==> src/rtl/core/assert_macros.svh <==
// Assertion macros shared by the RTL of the FASTA record scanner.
`ifndef ASSERT_MACROS_SVH
`define ASSERT_MACROS_SVH
`ifndef SYNTHESIS
`define FRS_ASSERT(lbl, clk, rst, prop) \
  lbl: assert property (@(posedge clk) disable iff (rst) prop) \
    else $error("assertion failed");
`define FRS_NEVER(lbl, clk, rst, expr) \
  lbl: assert property (@(posedge clk) disable iff (rst) !(expr)) \
    else $error("forbidden condition seen");
`else
`define FRS_ASSERT(lbl, clk, rst, prop)
`define FRS_NEVER(lbl, clk, rst, expr)
`endif
`endif

==> src/rtl/core/frs_pkg.sv <==
// Types and constants shared by the FASTA record scanner modules.
`timescale 1ns / 1ps
`default_nettype none
package frs_pkg;
  localparam int unsigned POSITION_BITS_DEFAULT = 40;
  localparam int unsigned OUT_POS_BITS          = 40;
  localparam int unsigned RECORD_BITS           = 32;
  localparam int unsigned BYTE_BITS             = 8;
  localparam int unsigned QUEUE_DEPTH           = 2;

  localparam logic [BYTE_BITS-1:0] CHAR_MARKER  = 8'h3E;
  localparam logic [BYTE_BITS-1:0] CHAR_NEWLINE = 8'h0A;

  typedef enum logic [1:0] {
    OP_TEXT    = 2'd0,
    OP_NEWLINE = 2'd1,
    OP_OPEN    = 2'd2
  } op_kind_t;

  typedef struct packed {
    op_kind_t kind;
    logic     last;
  } op_ctl_t;

  typedef struct packed {
    logic final_pending;
  } back_stat_t;
endpackage
`default_nettype wire

==> src/rtl/core/frs_front.sv <==
// Front end: accept bytes, track position and line start, classify each item.
`timescale 1ns / 1ps
`default_nettype none
module frs_front #(
  parameter int unsigned POSITION_BITS = frs_pkg::POSITION_BITS_DEFAULT
) (
  input  wire logic                           clk,
  input  wire logic                           rst,
  input  wire logic                           in_valid,
  output logic                                in_ready,
  input  wire logic [frs_pkg::BYTE_BITS-1:0]  data_byte,
  input  wire logic                           stream_end,
  output logic                                op_push,
  output frs_pkg::op_ctl_t                    op_ctl,
  output logic [POSITION_BITS-1:0]            op_pos,
  input  wire logic                           op_full
);
  import frs_pkg::*;

  localparam logic [POSITION_BITS-1:0] POS_MAX = {POSITION_BITS{1'b1}};

  logic [POSITION_BITS-1:0] byte_position;
  logic [POSITION_BITS-1:0] pos_inc;
  logic                     at_line_start;
  logic                     accept;

  assign in_ready = !op_full;
  assign accept   = in_valid && !op_full;
  assign op_push  = accept;

  // Saturate at the top of the position range.
  assign pos_inc = (byte_position == POS_MAX) ? byte_position : byte_position + 1'b1;
  assign op_pos  = pos_inc;

  always_comb begin
    op_ctl.last = stream_end;
    if (at_line_start && data_byte == CHAR_MARKER) begin
      op_ctl.kind = OP_OPEN;
    end else if (data_byte == CHAR_NEWLINE) begin
      op_ctl.kind = OP_NEWLINE;
    end else begin
      op_ctl.kind = OP_TEXT;
    end
  end

  always_ff @(posedge clk) begin
    if (rst) begin
      byte_position <= '0;
      at_line_start <= 1'b1;
    end else if (accept) begin
      if (stream_end) begin
        byte_position <= '0;
        at_line_start <= 1'b1;
      end else begin
        byte_position <= pos_inc;
        at_line_start <= (data_byte == CHAR_NEWLINE);
      end
    end
  end
endmodule
`default_nettype wire

==> src/rtl/core/frs_queue.sv <==
// Short FIFO that decouples the front end from the back end.
`timescale 1ns / 1ps
`default_nettype none
module frs_queue #(
  parameter int unsigned WIDTH = 8
) (
  input  wire logic             clk,
  input  wire logic             rst,
  input  wire logic             push,
  input  wire logic [WIDTH-1:0] push_data,
  output logic                  full,
  output logic                  pop_valid,
  output logic [WIDTH-1:0]      pop_data,
  input  wire logic             pop
);
  import frs_pkg::*;

  localparam int unsigned PTR_BITS = (QUEUE_DEPTH > 1) ? $clog2(QUEUE_DEPTH) : 1;
  localparam int unsigned CNT_BITS = $clog2(QUEUE_DEPTH + 1);
  localparam logic [PTR_BITS-1:0] PTR_LAST = PTR_BITS'(QUEUE_DEPTH - 1);
  localparam logic [CNT_BITS-1:0] CNT_FULL = CNT_BITS'(QUEUE_DEPTH);

  logic [WIDTH-1:0]    store [QUEUE_DEPTH];
  logic [PTR_BITS-1:0] wr_ptr;
  logic [PTR_BITS-1:0] rd_ptr;
  logic [CNT_BITS-1:0] count;
  logic                do_push;
  logic                do_pop;

  assign full      = (count == CNT_FULL);
  assign pop_valid = (count != '0);
  assign pop_data  = store[rd_ptr];
  assign do_push   = push && !full;
  assign do_pop    = pop && pop_valid;

  always_ff @(posedge clk) begin
    if (do_push) begin
      store[wr_ptr] <= push_data;
    end
  end

  always_ff @(posedge clk) begin
    if (rst) begin
      wr_ptr <= '0;
      rd_ptr <= '0;
      count  <= '0;
    end else begin
      if (do_push) begin
        wr_ptr <= (wr_ptr == PTR_LAST) ? '0 : wr_ptr + 1'b1;
      end
      if (do_pop) begin
        rd_ptr <= (rd_ptr == PTR_LAST) ? '0 : rd_ptr + 1'b1;
      end
      if (do_push && !do_pop) begin
        count <= count + 1'b1;
      end else if (do_pop && !do_push) begin
        count <= count - 1'b1;
      end
    end
  end
endmodule
`default_nettype wire

==> src/rtl/core/frs_back.sv <==
// Back end: record state, length counters and the registered result item.
`timescale 1ns / 1ps
`default_nettype none
module frs_back #(
  parameter int unsigned POSITION_BITS = frs_pkg::POSITION_BITS_DEFAULT
) (
  input  wire logic                               clk,
  input  wire logic                               rst,
  input  wire logic                               op_valid,
  input  wire frs_pkg::op_ctl_t                   op_ctl,
  input  wire logic [POSITION_BITS-1:0]           op_pos,
  output logic                                    op_pop,
  output logic                                    out_valid,
  input  wire logic                               out_ready,
  output logic [frs_pkg::RECORD_BITS-1:0]         record_number,
  output logic [frs_pkg::OUT_POS_BITS-1:0]        header_start,
  output logic [frs_pkg::OUT_POS_BITS-1:0]        header_length,
  output logic [frs_pkg::OUT_POS_BITS-1:0]        sequence_start,
  output logic [frs_pkg::OUT_POS_BITS-1:0]        sequence_length,
  output logic                                    final_record,
  output frs_pkg::back_stat_t                     stat
);
  import frs_pkg::*;

  localparam logic [POSITION_BITS-1:0] POS_MAX = {POSITION_BITS{1'b1}};

  function automatic logic [POSITION_BITS-1:0] sat_inc(input logic [POSITION_BITS-1:0] v);
    return (v == POS_MAX) ? v : v + 1'b1;
  endfunction

  logic                     record_open, record_open_next;
  logic                     in_sequence, in_sequence_next;
  logic                     final_pending, final_pending_next;
  logic [RECORD_BITS-1:0]   record_count, record_count_next;
  logic [POSITION_BITS-1:0] cur_hs, cur_hs_next;
  logic [POSITION_BITS-1:0] cur_hl, cur_hl_next;
  logic [POSITION_BITS-1:0] cur_ss, cur_ss_next;
  logic [POSITION_BITS-1:0] cur_sl, cur_sl_next;

  logic                     slot_free;
  logic                     emit;
  logic                     emit_final;
  logic [RECORD_BITS-1:0]   e_num;
  logic [POSITION_BITS-1:0] e_hs, e_hl, e_ss, e_sl;

  assign slot_free = !out_valid || out_ready;
  assign stat.final_pending = final_pending;

  always_comb begin
    record_open_next   = record_open;
    in_sequence_next   = in_sequence;
    final_pending_next = final_pending;
    record_count_next  = record_count;
    cur_hs_next        = cur_hs;
    cur_hl_next        = cur_hl;
    cur_ss_next        = cur_ss;
    cur_sl_next        = cur_sl;
    emit       = 1'b0;
    emit_final = 1'b0;
    op_pop     = 1'b0;
    e_num = record_count;
    e_hs  = cur_hs;
    e_hl  = cur_hl;
    e_ss  = cur_ss;
    e_sl  = cur_sl;

    if (final_pending) begin
      // Second item of a marker on the last byte: drain the new record, then clear.
      if (slot_free) begin
        emit       = 1'b1;
        emit_final = 1'b1;
        final_pending_next = 1'b0;
        record_open_next   = 1'b0;
        in_sequence_next   = 1'b0;
        record_count_next  = '0;
        cur_hs_next = '0;
        cur_hl_next = '0;
        cur_ss_next = '0;
        cur_sl_next = '0;
      end
    end else if (op_valid && slot_free) begin
      op_pop = 1'b1;
      if (op_ctl.kind == OP_OPEN) begin
        if (record_open) begin
          emit = 1'b1;
          record_count_next = record_count + 1'b1;
        end
        record_open_next = 1'b1;
        in_sequence_next = 1'b0;
        cur_hs_next = op_pos;
        cur_hl_next = '0;
        cur_ss_next = '0;
        cur_sl_next = '0;
      end else if (record_open) begin
        if (op_ctl.kind != OP_NEWLINE) begin
          if (in_sequence) begin
            cur_sl_next = sat_inc(cur_sl);
          end else begin
            cur_hl_next = sat_inc(cur_hl);
          end
        end else if (!in_sequence) begin
          in_sequence_next = 1'b1;
          cur_ss_next      = op_pos;
        end
      end

      if (op_ctl.last) begin
        if (op_ctl.kind == OP_OPEN && record_open) begin
          final_pending_next = 1'b1;
        end else begin
          if (record_open_next) begin
            emit       = 1'b1;
            emit_final = 1'b1;
            e_num = record_count_next;
            e_hs  = cur_hs_next;
            e_hl  = cur_hl_next;
            e_ss  = cur_ss_next;
            e_sl  = cur_sl_next;
          end
          record_open_next  = 1'b0;
          in_sequence_next  = 1'b0;
          record_count_next = '0;
          cur_hs_next = '0;
          cur_hl_next = '0;
          cur_ss_next = '0;
          cur_sl_next = '0;
        end
      end
    end
  end

  always_ff @(posedge clk) begin
    if (rst) begin
      record_open   <= 1'b0;
      in_sequence   <= 1'b0;
      final_pending <= 1'b0;
      record_count  <= '0;
      cur_hs        <= '0;
      cur_hl        <= '0;
      cur_ss        <= '0;
      cur_sl        <= '0;
      out_valid     <= 1'b0;
    end else begin
      record_open   <= record_open_next;
      in_sequence   <= in_sequence_next;
      final_pending <= final_pending_next;
      record_count  <= record_count_next;
      cur_hs        <= cur_hs_next;
      cur_hl        <= cur_hl_next;
      cur_ss        <= cur_ss_next;
      cur_sl        <= cur_sl_next;
      if (emit) begin
        out_valid <= 1'b1;
      end else if (out_ready) begin
        out_valid <= 1'b0;
      end
    end
  end

  always_ff @(posedge clk) begin
    if (emit) begin
      record_number   <= e_num;
      header_start    <= OUT_POS_BITS'(e_hs);
      header_length   <= OUT_POS_BITS'(e_hl);
      sequence_start  <= OUT_POS_BITS'(e_ss);
      sequence_length <= OUT_POS_BITS'(e_sl);
      final_record    <= emit_final;
    end
  end
endmodule
`default_nettype wire

==> src/rtl/core/fasta_record_scanner.sv <==
// Top level of the FASTA record scanner: front end, op queue and back end.
//
//  channel  | handshake            | payload
//  ---------+----------------------+-------------------------------------------
//  input    | in_valid / in_ready  | data_byte, stream_end
//  output   | out_valid / out_ready| record_number, header_start, header_length,
//           |                      | sequence_start, sequence_length, final_record
//
// One byte per cycle sustained while the output is not stalled; the front end
// classifies a byte in the cycle it is accepted, and the back end retires one
// queued op per cycle while its output register is free and nothing is pending.
// A '>' on the last byte while a record is open yields two items: the second is
// emitted from a pending state. Reset is synchronous and needs no clearing pass;
// state is ready the cycle after. A stalled output holds the back end; the
// two-entry queue keeps taking bytes until it fills, then in_ready drops.
`timescale 1ns / 1ps
`default_nettype none
`include "assert_macros.svh"
module fasta_record_scanner #(
  parameter int unsigned POSITION_BITS = frs_pkg::POSITION_BITS_DEFAULT
) (
  input  wire logic                               clk,
  input  wire logic                               rst,
  input  wire logic                               in_valid,
  output logic                                    in_ready,
  input  wire logic [frs_pkg::BYTE_BITS-1:0]      data_byte,
  input  wire logic                               stream_end,
  output logic                                    out_valid,
  input  wire logic                               out_ready,
  output logic [frs_pkg::RECORD_BITS-1:0]         record_number,
  output logic [frs_pkg::OUT_POS_BITS-1:0]        header_start,
  output logic [frs_pkg::OUT_POS_BITS-1:0]        header_length,
  output logic [frs_pkg::OUT_POS_BITS-1:0]        sequence_start,
  output logic [frs_pkg::OUT_POS_BITS-1:0]        sequence_length,
  output logic                                    final_record
);
  import frs_pkg::*;

  localparam int unsigned CTL_BITS = $bits(op_ctl_t);
  localparam int unsigned Q_BITS   = CTL_BITS + POSITION_BITS;

  // Front-end op toward the queue.
  logic                     f_push;
  op_ctl_t                  f_ctl;
  logic [POSITION_BITS-1:0] f_pos;

  // Queue side.
  logic                     q_full;
  logic                     q_valid;
  logic [Q_BITS-1:0]        q_data;
  logic                     q_pop;
  op_ctl_t                  q_ctl;
  logic [POSITION_BITS-1:0] q_pos;

  back_stat_t               back_stat;

  assign q_ctl = op_ctl_t'(q_data[Q_BITS-1 -: CTL_BITS]);
  assign q_pos = q_data[POSITION_BITS-1:0];

  // Classify bytes and track position / line start.
  frs_front #(
    .POSITION_BITS(POSITION_BITS)
  ) u_front (
    .clk        (clk),
    .rst        (rst),
    .in_valid   (in_valid),
    .in_ready   (in_ready),
    .data_byte  (data_byte),
    .stream_end (stream_end),
    .op_push    (f_push),
    .op_ctl     (f_ctl),
    .op_pos     (f_pos),
    .op_full    (q_full)
  );

  // Hold classified ops so either side can stall on its own.
  frs_queue #(
    .WIDTH(Q_BITS)
  ) u_queue (
    .clk       (clk),
    .rst       (rst),
    .push      (f_push),
    .push_data ({f_ctl, f_pos}),
    .full      (q_full),
    .pop_valid (q_valid),
    .pop_data  (q_data),
    .pop       (q_pop)
  );

  // Advance record state and emit result items.
  frs_back #(
    .POSITION_BITS(POSITION_BITS)
  ) u_back (
    .clk             (clk),
    .rst             (rst),
    .op_valid        (q_valid),
    .op_ctl          (q_ctl),
    .op_pos          (q_pos),
    .op_pop          (q_pop),
    .out_valid       (out_valid),
    .out_ready       (out_ready),
    .record_number   (record_number),
    .header_start    (header_start),
    .header_length   (header_length),
    .sequence_start  (sequence_start),
    .sequence_length (sequence_length),
    .final_record    (final_record),
    .stat            (back_stat)
  );

  // The queue must never see a push while it is full.
  `FRS_NEVER(a_no_push_when_full, clk, rst, f_push && q_full)
  // While the second item of a stream end is pending, no op may be retired.
  `FRS_ASSERT(a_hold_queue_on_pending, clk, rst, back_stat.final_pending |-> !q_pop)
  // The pending state only starts together with the preceding record's item.
  `FRS_ASSERT(a_pending_after_emit, clk, rst, $rose(back_stat.final_pending) |-> out_valid)
endmodule
`default_nettype wire

==> config.mk <==
export PLATFORM = sky130hd
export DESIGN_NAME = fasta_record_scanner
export DESIGN_NICKNAME = d
export VERILOG_FILES = /design/src/rtl/core/frs_pkg.sv /design/src/rtl/core/frs_front.sv /design/src/rtl/core/frs_queue.sv /design/src/rtl/core/frs_back.sv /design/src/rtl/core/fasta_record_scanner.sv
export VERILOG_INCLUDE_DIRS = /design/src /design/src/rtl/core
export SDC_FILE = /design/constraint.sdc
export NUM_CORES = 1
export LEC_CHECK = 0
export ABC_AREA = 0
export ABC_CLOCK_PERIOD_IN_PS = 51100
export BUFFER_PORTS_ARGS = -buffer_cell sky130_fd_sc_hd__buf_2
export CORE_MARGIN = 2
export CORE_UTILIZATION = 65
export DETAILED_ROUTE_END_ITERATION = 12
export GPL_ROUTABILITY_DRIVEN = 0
export HOLD_SLACK_MARGIN = 0.08
export PLACE_DENSITY = 0.86
export SYNTH_ARGS = -nofsm -noshare
export SYNTH_HDL_FRONTEND = slang
export SYNTH_SLANG_ARGS = --single-unit
==> constraint.sdc <==
create_clock -name clk -period 51.1 [get_ports clk]
set_input_delay 10.22 -clock clk [delete_from_list [all_inputs] [get_ports clk]]
set_output_delay 10.22 -clock clk [all_outputs]
set_load 0.1 [all_outputs]
==> metrics, run 1 <==
Slew @ Worst Pin=1.18 ns; Post-layout nets=2603; Cell Area, Synth=24700 sq um; main flop type after synthesis=edfxtp_1; Final Hold Vio Count=0; routed vias/inst=6.75; Max Slew Vio Count=0; type of the worst min-delay path=flip-flop to flip-flop; part of the Yosys area used for sequential elements=0.536; Max H-tree Level=2; Met1 Wirelength=24800 um; # rows=71; DIE HEIGHT=199 um; Fill cells=2559; DR WL met2=32200 um; drt pass-1 iters=7; PwrDens=45.0 nW/um^2; Min Clock Period, post-route=12.89 ns; RSZ-0062 raised after global routing=no; critical path data required time=51.42 ns; highest routed layer=met5; 1st-iter DRT viols=2414; clk slew on worst S/H paths=0.06 ns; critical path arrival=13.21 ns; WL per Instance=21.1 um; FFs w/ async S/R, synth=0; Critical Path Source Type=input port; fmax=77.6 MHz; hold_buf cts=0; Slew headroom=0.213; critical path class=input port to flip-flop; first-pass GRT wire length=103000 um; layout cells sized above 1=0.153; post-cts sizing count=0; DIE AREA=39500 sq um; antenna violations before repair=3; Post-Synthesis Cells=2496; total gr overflow=0; Multi-input gate area=10700 sq um; Syn Nets=2518; Max-Cap Viols=0; CTS tree=built; number of flops mapped to enable cells by yosys=279; LEAKAGE=0.00939 uW; most frequent cells in the layout=edfxtp_1, nand2_1, o21ai_0; CP bufs+invs=3; Final Routed Wirelength=66200 um; I/O Buffers=207; DRT antenna net count=0; outcome=finished clean; critical path endpoint category=flip-flop; family with the most delay on the worst path=simple AND/OR/NAND/NOR gates; largest cells by area after synthesis=edfxtp_1, dfxtp_1, o21ai_0, nand2_1, nor2_1; Final WS setup=38.21 ns; largest buffer count on any clock path=3; commonest non-fill, non-tap cell in the layout=edfxtp_1; Placement Setup Slack=37.77 ns; Vias=21166; Area Growth Syn to Fin=12.0%; Skew-Pair Late Insertion Delay=0.61 ns; root buf cell=clkbuf_16; HPWL Detailed=40900 um; largest net degree at the start of global routing=96; CTS buffer count=53; Die W=199 um; Overall Global Routing Usage=0.328; setup total negative slack=0 ns; vias in the first global route=20303; Reg area=13200 sq um; Met3 Wirelength=6250 um; crit-path cells=buf_2 -> nand2b_1 -> and4_1 -> buf_4 -> nand2_2 -> buf_4 -> nand2_1 -> o21ai_0; worst vdd ir=0.0425 mV; CP max stage cell=and4_1; Synthesis Warnings=0; Final setup viols=0; Final Skew=0.0209 ns; FF+latch count, synth=521; Post-Syn Area per Cell=9.89 sq um; Synth top area share=0.339; critical path peak fanout=52; setup repair bufs after CTS=0; Tcrit/Tclk final=0.252; initial core utilization=0.658; DRC=0; CORE AREA=37500 sq um; I/O pin count=208; cell taking the most area after synthesis=edfxtp_1; Distinct cells, synth=75; cell mode on critical path=buf_4; # clock sinks=521; CP max stage delay=0.93 ns
==> synth_stat cells, types with 4 or more instances <==
master,instances
a21o_1,20
a21oi_1,94
a22o_1,22
a22oi_1,82
a311oi_1,10
a31oi_1,66
a32o_1,4
a41oi_1,7
and2_1,7
and3_1,33
and4_1,18
buf_1,12
buf_2,29
clkbuf_1,158
dfxtp_1,242
edfxtp_1,279
ha_1,9
inv_1,17
mux2_2,43
mux2i_1,43
nand2_1,277
nand2b_1,7
nand3_1,93
nand4_1,62
nor2_1,200
nor2b_1,7
nor3_1,45
nor3b_1,10
nor4_1,40
o211ai_1,14
o21a_1,6
o21ai_0,243
o21ai_1,5
o311ai_0,13
o31ai_1,68
o41ai_1,17
or3_1,40
or4_1,11
xnor2_1,41
xor2_1,41
==> metrics by stage <==
stage               instance area, sq um  utilization  hold WS, ns  total power, uW  instances
floorplan                          24700            -        0.458              787       2496
CTS                                27600        0.737        0.505             1240       3135
global placement                   25800        0.689        0.473              840       3037
detailed placement                 25800        0.689        0.485              848       3037
finish                             27600        0.737        0.503             1240       3137
global route                       27600        0.737        0.516             1280       3135
==> final timing paths <==
kind / start / to / slack [ns] / depth (start not counted)
max: out_ready / u_back.header_start[11] / 38.21 / 8
min: u_back.cur_ss[20] / u_back.cur_ss[20] / 0.50 / 2
max reg2reg: flip-flop / u_back.header_start[11] / 44.52 / 12
min reg2reg: u_back.cur_ss[20] / u_back.cur_ss[20] / 0.50 / 2
==> cell type report <==
type                            count  share of cell area
Sequential cell                   521               0.479
Multi-Input combinational cell   1753               0.385
Clock buffer                       75              0.0547
Timing Repair Buffer              234              0.0449
Tap cell                          511              0.0231
Clock inverter                     23              0.0105
Inverter                           18             0.00245
Antenna cell                        2            0.000181
==> power by group <==
| part | switching [uW] | internal, uW |
|---|---|---|
| sequential | 21.4 | 484 |
| clock | 163 | 236 |
| combinational | 282 | 58.2 |
| total | 466 | 779 |
==> worst reg2reg max path, cell delays in order (launching register included) <==
cell and delay (ns):
dfxtp_4 0.52, or3b_2 0.58, nand2_2 0.09, buf_4 0.64, clkinv_1 1.01, ha_1 0.53, nor2_1 0.17, and4_1 0.95
buf_4 0.45, nand2_2 0.51, buf_4 0.55, nand2_1 0.16, o21ai_0 0.13
==> routing by layer <==
| layer | vias up | track usage |
|---|---|---|
| li1 | 9568 | - |
| met1 | 10090 | 0.405 |
| met2 | 1272 | 0.545 |
| met3 | 234 | 0.0580 |
| met4 | 2 | 0.185 |
| met5 | - | 0 |
==> kinds of logic after synthesis <==
| logic type | Yosys count | share of synthesized area |
|---|---|---|
| mux | 86 | 0.0371 |
| flops | 521 | 0.536 |
| simple gates | 880 | 0.176 |
| buf+inv | 222 | 0.0359 |
| fa+ha+maj | 9 | 0.00456 |
| xor+xnor | 82 | 0.0291 |
| compound gates | 696 | 0.182 |
==> state kept, by name, indices dropped and copies added, names as in the netlist, named ones only <==
| name | cells |
|---|---|
| u_front.byte_position | 40 |
| u_back.sequence_length | 40 |
| u_back.final_record | 1 |
| u_back.record_open | 1 |
| u_queue.store | 86 |
| u_front.at_line_start | 1 |
| u_queue.wr_ptr | 1 |
| u_back.stat | 1 |
| u_back.cur_hs | 40 |
| u_back.in_sequence | 1 |
| u_back.cur_sl | 40 |
| u_back.header_start | 40 |
| u_queue.rd_ptr | 1 |
| u_back.out_valid | 1 |
| u_back.cur_hl | 40 |
| u_back.header_length | 40 |
| u_back.record_count | 32 |
| u_back.sequence_start | 40 |
| u_back.record_number | 32 |
| u_queue.count | 2 |
| u_back.cur_ss | 40 |
Power figures use the tool's default switching activity.
==> inputs of run 2 (changes only) <==
--- a/config.mk
+++ b/config.mk
@@ -6,15 +6,15 @@
 export SDC_FILE = /design/constraint.sdc
 export NUM_CORES = 1
 export LEC_CHECK = 0
-export ABC_AREA = 0
-export ABC_CLOCK_PERIOD_IN_PS = 51100
+export ABC_AREA = 1
+export ABC_CLOCK_PERIOD_IN_PS = 13500
 export BUFFER_PORTS_ARGS = -buffer_cell sky130_fd_sc_hd__buf_2
 export CORE_MARGIN = 2
-export CORE_UTILIZATION = 65
+export CORE_UTILIZATION = 61
 export DETAILED_ROUTE_END_ITERATION = 12
 export GPL_ROUTABILITY_DRIVEN = 0
 export HOLD_SLACK_MARGIN = 0.08
-export PLACE_DENSITY = 0.86
+export PLACE_DENSITY = 0.81
 export SYNTH_ARGS = -nofsm -noshare
 export SYNTH_HDL_FRONTEND = slang
 export SYNTH_SLANG_ARGS = --single-unit
==> constraint.sdc (replaced) <==
create_clock -name clk -period 13.5 [get_ports clk]
set_input_delay 2.7 -clock clk [delete_from_list [all_inputs] [get_ports clk]]
set_output_delay 2.7 -clock clk [all_outputs]
set_load 0.1 [all_outputs]
==> run 2 against run 1 <==
Final cell count up 24%. Sequential power rose to 4.2 times the previous value. Final area up 3.7%. Non-clock buffer count decreased by 7. Combinational power increased to 7.7 times the previous value. Worst setup slack lost 30 ns. Area after synthesis rose by 4.7%. Via count rose by 9.8%. Routed wire length grew 2.8%. Clock-buffer cell count rose by 4. Clock power rose to 3.5 times the previous value. First-iteration DRC count rose by 3.5%. Largest power group is now combinational cells.
==> metrics, run 2 <==
outcome=finished clean; FF+latch count, synth=521 (unchanged); vias in the first global route=21952 (+8.1%); family with the most delay on the worst path=buffers and inverters; Final WS setup=7.71 ns (-30.50 ns); DIE HEIGHT=210 um (+5.5%); Area Growth Syn to Fin=10.9%; cell taking the most area after synthesis=edfxtp_1; Skew-Pair Late Insertion Delay=0.60 ns (about the same); root buf cell=clkbuf_16; largest cells by area after synthesis=edfxtp_1, dfxtp_1, nand2_1, a21oi_1, o21ai_0; critical path data required time=13.77 ns (-37.65 ns); worst reg2reg endpoint=u_back.header_length[26]; worst vdd ir=0.209 mV (+390%); WL per Instance=17.4 um (-17%); Hold Path Cell Cnt=2 (unchanged); largest buffer count on any clock path=3 (unchanged); critical path endpoint category=flip-flop; 1st-iter DRT viols=2498 (+3.5%); Worst Hold Endpoint=u_front.byte_position[14]; reg2reg setup slack=8.25 ns (-36.27 ns); fmax=173 MHz; critical path class=input port to flip-flop; Placement Setup Slack=7.23 ns (-30.53 ns); PwrDens=215 nW/um^2 (+380%); layout cells sized above 1=0.113 (-0.0397); Final Cell Area=28700 sq um (+3.7%); crit-path cells=buf_2 -> nor2_1 -> a21oi_2 -> inv_2 -> nor2_4 -> inv_2 -> nor2_2 -> nand2_4 -> inv_4 -> buf_4 -> o21ai_0; Final Hold Vio Count=0 (unchanged); Min Clock Period, post-route=5.79 ns; largest register by flop count=u_queue.store; Synthesis Warnings=0 (unchanged); number of flops mapped to enable cells by yosys=279 (unchanged); routed vias/inst=5.96 (-12%); Cell Area, Synth=25800 sq um (+4.7%); Final Skew=0.0199 ns (-0.00101 ns); initial core utilization=0.617 (-0.0411); top post-synthesis cells by count=nand2_1, edfxtp_1, dfxtp_1; Synth top area share=0.324 (-0.0152); CP max stage cell=buf_4; CP bufs+invs=5 (+2); Final setup viols=0 (unchanged); first-pass GRT wire length=108000 um (+4.4%); DIE AREA=44000 sq um (+11%); type of the worst min-delay path=flip-flop to flip-flop; CORE AREA=41900 sq um (+12%); Max H-tree Level=2 (unchanged); commonest non-fill, non-tap cell in the layout=nand2_1; # clock sinks=521 (unchanged); Overall Global Routing Usage=0.302 (-0.0258); Slew headroom=0.224 (+0.0116); R2R depth=11 (-1); cell mode on critical path=inv_2; clk slew on worst S/H paths=0.06 ns (about the same); part of the Yosys area used for sequential elements=0.512 (-0.0239); CP max stage delay=0.98 ns (+0.05 ns); HPWL Detailed=44300 um (+8.1%); I/O pin count=208 (unchanged); Tcrit/Tclk final=0.429; Vias=23234 (+9.8%); FFs w/ async S/R, synth=0 (unchanged); DRT antenna net count=0 (unchanged); largest net degree at the start of global routing=111 (+16%); Critical Path Source Type=input port; RSZ-0062 raised after global routing=no; CTS tree=built; Slew @ Worst Pin=1.16 ns (-0.0145 ns); Post-layout nets=3338 (+28%); Syn Nets=3220 (+28%); count leader, synth=nand2_1; hold_buf cts=0 (unchanged); Post-Synthesis Cells=3198 (+28%); DRC=0 (unchanged); max FFs per register=86 (unchanged); Post-Place Cell Area=27000 sq um (+4.5%); Die W=210 um (+5.5%); Antenna diodes=0 (-2); most frequent cells in the layout=nand2_1, edfxtp_1, dfxtp_1; Distinct cells, synth=46 (-39%); setup total negative slack=0 ns (unchanged); hold wc startpoint=u_front.byte_position[14]; LEAKAGE=0.0103 uW (+9.8%); Post-Syn Area per Cell=8.08 sq um (-18%); Max-Cap Viols=0 (unchanged); critical path arrival=6.06 ns (-7.15 ns); CTS buffer count=51 (-3.8%); drt pass-1 iters=6 (-1); main flop type after synthesis=edfxtp_1; critical path peak fanout=110 (+110%); antenna violations before repair=1 (-2); Final Routed Wirelength=68000 um (+2.8%); I/O Buffers=207 (unchanged); # rows=75 (+5.6%); post-cts sizing count=0 (unchanged); setup repair bufs after CTS=0 (unchanged); Max Slew Vio Count=0 (unchanged); total gr overflow=0 (unchanged)
run 2: cell count changes after synthesis, moves of 36 or more:
cell / change
nor4_1: -36
a31oi_1: -66
mux2_2: -43
or3_1: -40
a21oi_1: +143
clkbuf_1: -65
o31ai_1: -68
nand2_1: +719
nand3_1: +106
a22oi_1: -82
inv_1: +202
run 2: logic make-up (layout without fill, tap and decap cells):
kind of cell,after synthesis,after routing,share of synthesized area
and+or+nand+nor,1639,1639,0.275
DFF,521,521,0.512
muxes,41,41,0.0159
buffers and inverters,392,552,0.0624
AOI/OAI and AO/OA,529,529,0.108
xor gates and xnor gates,67,67,0.0227
adders and majority gates,9,9,0.00436
run 2: how the worst max path moves through the flow:
| stage | startpoint | endpoint | cells after the start | slack, ns |
|---|---|---|---|---|
| global placement | out_ready | u_back.record_number[17] | 11 | 7.43 |
| floorplan | out_ready | u_back.final_record | 6 | 1.03 |
| global route | out_ready | u_back.header_length[26] | 11 | 7.50 |
| CTS | out_ready | u_back.header_length[26] | 11 | 7.85 |
| detailed placement | out_ready | u_back.header_length[26] | 11 | 7.23 |
| finish | out_ready | u_back.header_length[26] | 11 | 7.71 |
run 2: layout make-up:
class | count | area (sq um)
Inverter | 230 | 867
Timing Repair Buffer | 227 | 1190
Multi-Input combinational cell | 2285 | 11000
Sequential cell | 521 | 13200
Fill cell | 3238 | 13200
Clock buffer | 79 | 1530
Tap cell | 539 | 674
Clock inverter | 16 | 124
run 2: per-layer routing:
| layer | GRT usage | routed length [um] | vias up | part of all wire |
|---|---|---|---|---|
| li1 | - | - | 10944 | - |
| met1 | 0.382 | 26300 | 10843 | 0.39 |
| met2 | 0.507 | 32500 | 1224 | 0.48 |
| met3 | 0.0477 | 6170 | 221 | 0.091 |
| met4 | 0.150 | 2960 | 2 | 0.043 |
| met5 | 0 | 13 | - | 0.00019 |
run 2: power by group:
| group | switching, uW | internal [uW] | total [uW] |
|---|---|---|---|
| combinational | 2310 | 319 | 2630 |
| sequential | 120 | 2010 | 2130 |
| clock | 603 | 799 | 1400 |
run 2: worst reg2reg max path, cell delays in order, from the launching register on:
cell	delay, ns
dfxtp_2	0.31
buf_4	0.61
o21ai_2	0.17
nand2_4	0.36
inv_1	0.08
buf_4	0.29
ha_1	0.29
nor2_2	0.27
nand2_4	0.49
inv_4	0.76
buf_4	0.99
o21ai_0	0.32
run 2: stage by stage:
step / util / instances / hold slack [ns] / power (uW)
final: 0.685 / 3897 / 0.472 / 6170
after global routing: 0.685 / 3897 / 0.487 / 6350
after CTS: 0.685 / 3897 / 0.475 / 6170
after detailed placement: 0.645 / 3802 / 0.463 / 4780
after global placement: 0.645 / 3802 / 0.452 / 4750
after floorplan: - / 3198 / 0.445 / 4390
